$ cat config.mk
export PLATFORM = sky130hd
export DESIGN_NAME = sembq_cnt_unit
export DESIGN_NICKNAME = d
export VERILOG_FILES = /design/src/sembq_pkg.sv /design/src/sembq_cnt_unit.sv
export SDC_FILE = /design/constraint.sdc
export NUM_CORES = 1
export LEC_CHECK = 0
export BUFFER_PORTS_ARGS = -buffer_cell sky130_fd_sc_hd__buf_2
export CAP_MARGIN = 20
export CELL_PAD_IN_SITES_DETAIL_PLACEMENT = 0
export CELL_PAD_IN_SITES_GLOBAL_PLACEMENT = 1
export CORE_MARGIN = 4
export CORE_UTILIZATION = 37
export DETAILED_ROUTE_END_ITERATION = 10
export PLACE_DENSITY_LB_ADDON = 0.1
export REMOVE_ABC_BUFFERS = 1
export SETUP_SLACK_MARGIN = 0.5
export SLEW_MARGIN = 20
export SYNTH_ARGS = -nofsm -noshare
export SYNTH_HDL_FRONTEND = slang
export SYNTH_SLANG_ARGS = --single-unit
export TNS_END_PERCENT = 5
$ cat constraint.sdc
create_clock -name vclk -period 3.81
set_input_delay 0 -clock vclk [all_inputs]
set_output_delay 0 -clock vclk [all_outputs]
set_load 0.02 [all_outputs]
$ cat src/sembq_pkg.sv
package sembq_pkg;

  localparam int CNT_W = 32;

  // operation codes on in_tuser[1:0]
  localparam logic [1:0] FN_SIGNAL = 2'd0;
  localparam logic [1:0] FN_WAIT   = 2'd1;
  localparam logic [1:0] FN_TRY    = 2'd2;
  localparam logic [1:0] FN_RESET  = 2'd3;

  // result status codes
  localparam logic [2:0] ST_OK          = 3'd0;
  localparam logic [2:0] ST_BLOCKED     = 3'd1;
  localparam logic [2:0] ST_FULL        = 3'd2;
  localparam logic [2:0] ST_WOULD_BLOCK = 3'd3;
  localparam logic [2:0] ST_IGNORED     = 3'd4;

  localparam logic [4:0] RESET_MIN_DEFAULT = 5'd9;

  typedef enum logic [1:0] {
    CNT_HOLD = 2'd0,
    CNT_INC  = 2'd1,
    CNT_DEC  = 2'd2,
    CNT_CLR  = 2'd3
  } cnt_op_t;

  typedef struct packed {
    logic is_zero;
    logic is_max;
  } cnt_flags_t;

endpackage

$ cat src/sembq_cnt_unit.sv
// Shared count unit: one adder serves saturating increment and decrement.
module sembq_cnt_unit (
  input  sembq_pkg::cnt_op_t              op,
  input  logic [sembq_pkg::CNT_W-1:0]     cnt_in,
  output logic [sembq_pkg::CNT_W-1:0]     cnt_out,
  output sembq_pkg::cnt_flags_t           flags
);

  logic [sembq_pkg::CNT_W-1:0] addend;
  logic [sembq_pkg::CNT_W-1:0] sum;

  assign flags.is_zero = (cnt_in == '0);
  assign flags.is_max  = (cnt_in == '1);

  assign addend = (op == sembq_pkg::CNT_DEC) ? '1 : sembq_pkg::CNT_W'(1);
  assign sum    = cnt_in + addend;

  always_comb begin
    case (op)
      sembq_pkg::CNT_INC: cnt_out = flags.is_max  ? cnt_in : sum;
      sembq_pkg::CNT_DEC: cnt_out = flags.is_zero ? cnt_in : sum;
      sembq_pkg::CNT_CLR: cnt_out = '0;
      default:            cnt_out = cnt_in;
    endcase
  end

endmodule

==> results of run 1 <==
==> per-stage QoR <==
step / worst slack [ps] / hold slack, ps
after floorplan: 911 / 71.7
after global placement: 842 / 368
after detailed placement: 782 / 365
after CTS: 778 / 367
after global routing: 588 / 402
final: 789 / 366
==> placed cells by master, fill, tap and decap left out, drive strengths merged, types with 2 or more instances in the layout <==
master,synthesis,routed
a211oi,2,2
nor2,27,27
nand2,33,33
buf,15,75
nand3,18,18
o211a,4,4
xnor2,5,5
o21bai,3,3
or4,12,12
a21o,2,2
mux2i,9,9
mux2,2,2
a31oi,6,6
nor4b,2,2
o21ai,34,34
nor2b,2,2
o21ba,3,3
or2,3,3
a2111oi,2,2
and3,13,13
a2bb2oi,4,4
o21a,3,3
nand4,11,11
or3,25,25
a22oi,3,3
and2,7,7
a21oi,35,35
o211ai,3,3
and4,3,3
nor4,11,11
nor3,13,13
nand2b,2,2
inv,12,12
o31ai,3,3
==> kinds of logic after synthesis <==
| logic type | count (synthesis) | share of synthesized area |
|---|---|---|
| xor gates and xnor gates | 6 | 0.0243 |
| adders and majority gates | 1 | 0.00578 |
| buffers and inverters | 44 | 0.0884 |
| AOI/OAI and AO/OA | 116 | 0.360 |
| muxes | 11 | 0.0520 |
| and+or+nand+nor | 185 | 0.469 |
==> area by class of cell <==
type / instances / area share
timing repair buffer: 75 / 0.157
inverter: 12 / 0.0180
multi-input combinational: 319 / 0.789
tap: 72 / 0.0359
==> metal layers <==
metal  global-route usage  vias to the layer above  wire (microns)
met3              0.00883                        0             524
li1                     -                     1476               -
met2                0.379                      114            3980
met1                0.347                     1438            4030
met5                    0                        -               0
met4              0.00288                        0               0
==> power by group <==
| part | switching [mW] | leakage [nW] | internal, mW | total [mW] |
|---|---|---|---|---|
| logic | 0.185 | 1.04 | 0.0939 | 0.279 |
| registers | 0 | 0 | 0 | 0 |
| clock network | 0 | 0 | 0 | 0 |
| total | 0.185 | 1.04 | 0.0939 | 0.279 |
==> worst max-delay path by stage <==
stage / from / slack (ps) / endpoint
2_1_floorplan: op[0] / 910 / cnt_out[16]
3_3_place_gp: cnt_in[24] / 840 / cnt_out[30]
3_5_place_dp: cnt_in[24] / 780 / cnt_out[29]
4_1_cts: cnt_in[24] / 780 / cnt_out[29]
5_1_grt: op[0] / 590 / cnt_out[17]
6_report: op[0] / 790 / cnt_out[17]
==> summary.md, run 1 <==
## Layout
• total area of multi-input combinational cells: 1980 sq um
• post-route design area: 2510 sq um
• fin nets: 443
• layout filler cell count: 628
• clock tree buffer count of the final layout: 0
• post-layout util: 0.450
• layout overhead on the synthesized area: 15.8%
• share of cells above drive strength 1: 0.232
• combined flip-flop and latch cell area: 0 sq um
• diode insertion count for antenna repair: 0
• non-filler instance count after layout: 478
• number of sequential storage elements: 0

## Run
• number of maximum-capacitance violations: 0

## Floorplan
• Std-Cell Core Area: 5570 sq um
• DIE AREA: 7140 sq um
• die span in y: 84.5 microns
• initial cell density of the core: 0.388
• chip width: 84.5 microns
• placement row count: 27
• number of top-level design ports: 68

## Synth
• dominant cell by count in the synthesized netlist: nand2_1
• mean instance size in the synthesized netlist: 5.96 sq um
• Netlist cell types: 61
• number of cells produced by synthesis: 363
• top post-synthesis cells by area: a21oi_1, or3_1, nand2_1
• Synth top area share: 0.0740
• share of synthesized area occupied by flip-flops and latches: 0
• top cells by count, synth: nand2_1, a21oi_1, nor2_1
• synth warn: 0
• Post-Syn Area: 2160 sq um
• cell taking the most area after synthesis: a21oi_1

## Global route
• first-pass GRT wire length: 14100 microns
• antenna violations before repair: 0
• global-route congestion overflow total: 0
• largest net degree at the start of global routing: 30
• via count of the first global-routing pass: 2669
• overall fraction of global-route tracks in use: 0.229

## Worst hold path
• worst hold stages: 3
• hold-critical path endpoint: cnt_out[6]
• hold path start: cnt_in[6]
• Hold Crit Class: in -> out

## Worst setup path
• CP Depth: 10
• cells traversed along the worst timing path: buf_2 -> nand2b_1 -> buf_4 -> nand3_1 -> a222oi_1 -> o21bai_2 -> mux2_2 -> or3_1 -> o21ai_1 -> buf_2
• Critical Path AT: 3020 ps
• Worst Path Max Fanout: 29
• slowest stage delay, CP: 590 ps
• Crit. End Element: output pin
• critical path data required time: 3810 ps
• number of buffer and inverter instances along the worst setup path: 3
• slowest stage cell on the critical path: a222oi_1
• start-to-end type of the worst setup path: in -> out
• Worst setup SP type: input pin
• most numerous cell on the critical path: buf_2
• CP delay by family, top: compound AO/OA/AOI/OAI gates

## Timing
• total of endpoints with negative setup slack in the final report: 0
• relative slew slack: 0.425
• final number of max-transition violations: 0
• Tmin final: 3020 ps
• transition time at the pin with the least slew margin: 860 ps
• final hold vios: 0
• RSZ-0062 raised after global routing: false
• Setup TNS Final: 0 ps
• timing-limited maximum frequency: 331 MHz
• share of the cycle needed by the critical path after routing: 0.793

## Power and ir drop
• power consumption: 0.279 mW
• power density cells: 111 nW/um^2
• worst-case vdd ir drop: 65.6 uV
• static leakage power: 1.04 nW

## Detailed routing
• total wire length after detailed routing: 8530 microns
• first-iteration detailed-routing DRC count: 295
• routed vias: 3028
• Initial DRT Pass Iterations: 5
• Antenna Nets Post-Route: 0
• routed via count divided by cell count: 6.33
• number of remaining DRC errors: 0
• routed length per instance: 17.8 microns

## Placed design
• DP Area: 2510 sq um
• Final GP Congestion: 0.942
• PortBufs: 68
• final HPWL from detailed placement: 6700 microns
• DP Cell Count: 478

## Clock tree
• number of instances resized during post-cts repair: 0
• number of setup buffers added after CTS: 0
• number of hold buffers added after cts: 0

## Run status
• outcome: complete, no violations

Note: power is estimated with default switching activity, not from simulation.
==> inputs of run 2 (changes only) <==
--- a/config.mk
+++ b/config.mk
@@ -5,12 +5,13 @@
 export SDC_FILE = /design/constraint.sdc
 export NUM_CORES = 1
 export LEC_CHECK = 0
+export ABC_AREA = 1
 export BUFFER_PORTS_ARGS = -buffer_cell sky130_fd_sc_hd__buf_2
 export CAP_MARGIN = 20
 export CELL_PAD_IN_SITES_DETAIL_PLACEMENT = 0
 export CELL_PAD_IN_SITES_GLOBAL_PLACEMENT = 1
 export CORE_MARGIN = 4
-export CORE_UTILIZATION = 37
+export CORE_UTILIZATION = 35
 export DETAILED_ROUTE_END_ITERATION = 10
 export PLACE_DENSITY_LB_ADDON = 0.1
 export REMOVE_ABC_BUFFERS = 1
==> constraint.sdc (replaced) <==
create_clock -name vclk -period 3.09
set_input_delay 0 -clock vclk [all_inputs]
set_output_delay 0 -clock vclk [all_outputs]
set_load 0.02 [all_outputs]
==> run 2 against run 1 <==
  * Routed wire length rose by 36%
  * Flip-flop and latch count did not move
  * Combinational power rose by 100%
  * Critical endpoint is now cnt_out[31]
  * First-iteration DRC count rose by 11%
  * Global-route usage rose by 0.50 points
  * Hold slack improved by 6.2 ps
  * Critical path type unchanged
  * Largest cell class unchanged
  * Clock-buffer cell count did not move
  * Core utilization fell by 4.2 points
  * Highest routed layer is now met4
  * Cell count rose by 62%
==> summary.md, run 2 <==
## Clock tree
• number of setup buffers added after CTS: 0
• number of instances resized during post-cts repair: 0
• number of hold buffers added after cts: 0

## Layout
• non-filler instance count after layout: 773
• layout overhead on the synthesized area: 13.3%
• fin nets: 708
• most common library cell in the layout ignoring fill and taps: nand2_1
• layout filler cell count: 943
• share of cells above drive strength 1: 0.149
• clock tree buffer count of the final layout: 0
• commonest cells after routing, fill and taps aside: nand2_1, inv_1, buf_2, nor2_1, nand3_1
• diode insertion count for antenna repair: 0
• number of sequential storage elements: 0
• combined flip-flop and latch cell area: 0 sq um

## Detailed routing
• Initial DRT Pass Iterations: 5
• routed via count divided by cell count: 5.20
• total wire length after detailed routing: 11600 microns
• routed length per instance: 15.0 microns
• first-iteration detailed-routing DRC count: 328
• routed vias: 4021
• Antenna Nets Post-Route: 0
• number of remaining DRC errors: 0

## Worst setup path
• Crit. End Element: output pin
• most numerous cell on the critical path: nand2_1
• Worst Path Max Fanout: 54
• Critical Path AT: 2310 ps
• CP delay by family, top: simple AND/OR/NAND/NOR gates
• slowest stage delay, CP: 390 ps
• critical path data required time: 3090 ps
• number of buffer and inverter instances along the worst setup path: 4
• cells traversed along the worst timing path: buf_2 -> inv_2 -> nand2_4 -> nand2_1 -> nand2_1 -> inv_1 -> nand2_1 -> nor2_1 -> nand2_1 -> nand2_1 -> nand2_1 -> nand2_2 -> nand2_1 -> nand2_1 -> nand2_1 -> nand3_1 -> nand2_1 -> buf_2
• start-to-end type of the worst setup path: in -> out
• Worst setup SP type: input pin
• slowest stage cell on the critical path: nand2_4

## Floorplan
• number of top-level design ports: 68
• die span in y: 97.1 microns
• DIE AREA: 9430 sq um
• chip width: 97.1 microns
• placement row count: 32
• initial cell density of the core: 0.360
• Std-Cell Core Area: 7730 sq um

## Timing
• final worst setup slack: 780 ps
• final hold vios: 0
• share of the cycle needed by the critical path after routing: 0.748
• timing-limited maximum frequency: 433 MHz
• relative slew slack: 0.603
• Tmin final: 2310 ps
• RSZ-0062 raised after global routing: false
• final number of max-transition violations: 0
• total of endpoints with negative setup slack in the final report: 0
• Setup TNS Final: 0 ps
• transition time at the pin with the least slew margin: 596 ps

## Synth
• top cells by count, synth: nand2_1, inv_1, nor2_1
• synth warn: 0
• share of synthesized area occupied by flip-flops and latches: 0
• fraction of synthesized area in multiplexers: 0
• XOR/XNOR share of the synthesized area: 0.0284
• Netlist cell types: 30
• dominant cell by count in the synthesized netlist: nand2_1
• post-synthesis share of cell area spent on and, or, nand and nor gates: 0.687
• share of the synthesized area in compound gates (AO/OA/AOI/OAI): 0.121
• top post-synthesis cells by area: nand2_1, inv_1, nand3_1
• main combinational cell family by area after synthesis: simple AND/OR/NAND/NOR gates
• number of cells produced by synthesis: 615
• cell taking the most area after synthesis: nand2_1
• Post-Syn Area: 2780 sq um
• Synth Area in Adders: 0.00450
• mean instance size in the synthesized netlist: 4.52 sq um
• Synth top area share: 0.377

## Placed design
• Final GP Congestion: 0.952
• DP Cell Count: 773
• PortBufs: 68
• worst-case setup slack after placement: 854 ps
• final HPWL from detailed placement: 9350 microns

## Global route
• overall fraction of global-route tracks in use: 0.234
• global-route congestion overflow total: 0
• largest net degree at the start of global routing: 55
• first-pass GRT wire length: 18500 microns
• via count of the first global-routing pass: 3491
• antenna violations before repair: 0

## Power and ir drop
• power density cells: 177 nW/um^2
• switching portion of total power: 0.705
• sw power: 0.393 mW
• worst-case vdd ir drop: 93.2 uV
• clock group share of total power: 0
• static leakage power: 1.90 nW
• sequential share of power: 0
• Pint: 0.164 mW
• share of power burned in combinational logic: 1.000

## Worst hold path
• Hold Crit Class: in -> out

## Run status
• outcome: complete, no violations

## Run
• number of maximum-capacitance violations: 0

==> run 2: worst min-delay path, cell delays in order <==
cell     delay (ps)
buf_2           120
nand2_1          50
nand2_1          50
buf_2           150
==> run 2: metal layers <==
| layer | vias up | track usage | wire length, microns |
|---|---|---|---|
| met1 | 1780 | 0.357 | 5680 |
| met4 | 0 | 0.00432 | 2 |
| met3 | 2 | 0.0280 | 948 |
| met5 | - | 0 | 0 |
| li1 | 2066 | - | - |
| met2 | 173 | 0.372 | 4920 |
==> run 2: final timing paths <==
path,startpoint,endpoint,slack (ps),cells past startpoint
setup / recovery,op[0],cnt_out[31],780,18
hold / removal,cnt_in[22],cnt_out[22],370,4
==> run 2: final cells by class <==
cell class	count	area [sq um]	share of cell area
Inverter	86	323	0.103
Multi-Input combinational cell	514	2340	0.742
Timing Repair Buffer	71	363	0.115
Tap cell	102	128	0.0405
==> run 2: cell families after synthesis <==
logic type               after synthesis
AO/OA/AOI/OAI                         55
XOR/XNOR                               9
adder cells (fa/ha/maj)                1
buffers and inverters                101
AND/OR/NAND/NOR                      449
==> run 2: power groups by stage <==
stage,Clock [mW],Combinational (mW),Sequential [mW]
floorplan,0,0.362,0
global placement,0,0.552,0
detailed placement,0,0.551,0
CTS,0,0.553,0
global route,0,0.620,0
finish,0,0.557,0
==> run 2: stage by stage <==
step,utilization,hold WS [ps],total power [mW],area [sq um]
global route,0.408,392,0.620,3150
floorplan,-,170,0.362,2660
CTS,0.408,372,0.553,3150
detailed placement,0.408,371,0.551,3150
global placement,0.408,364,0.552,3150
finish,0.408,373,0.557,3150
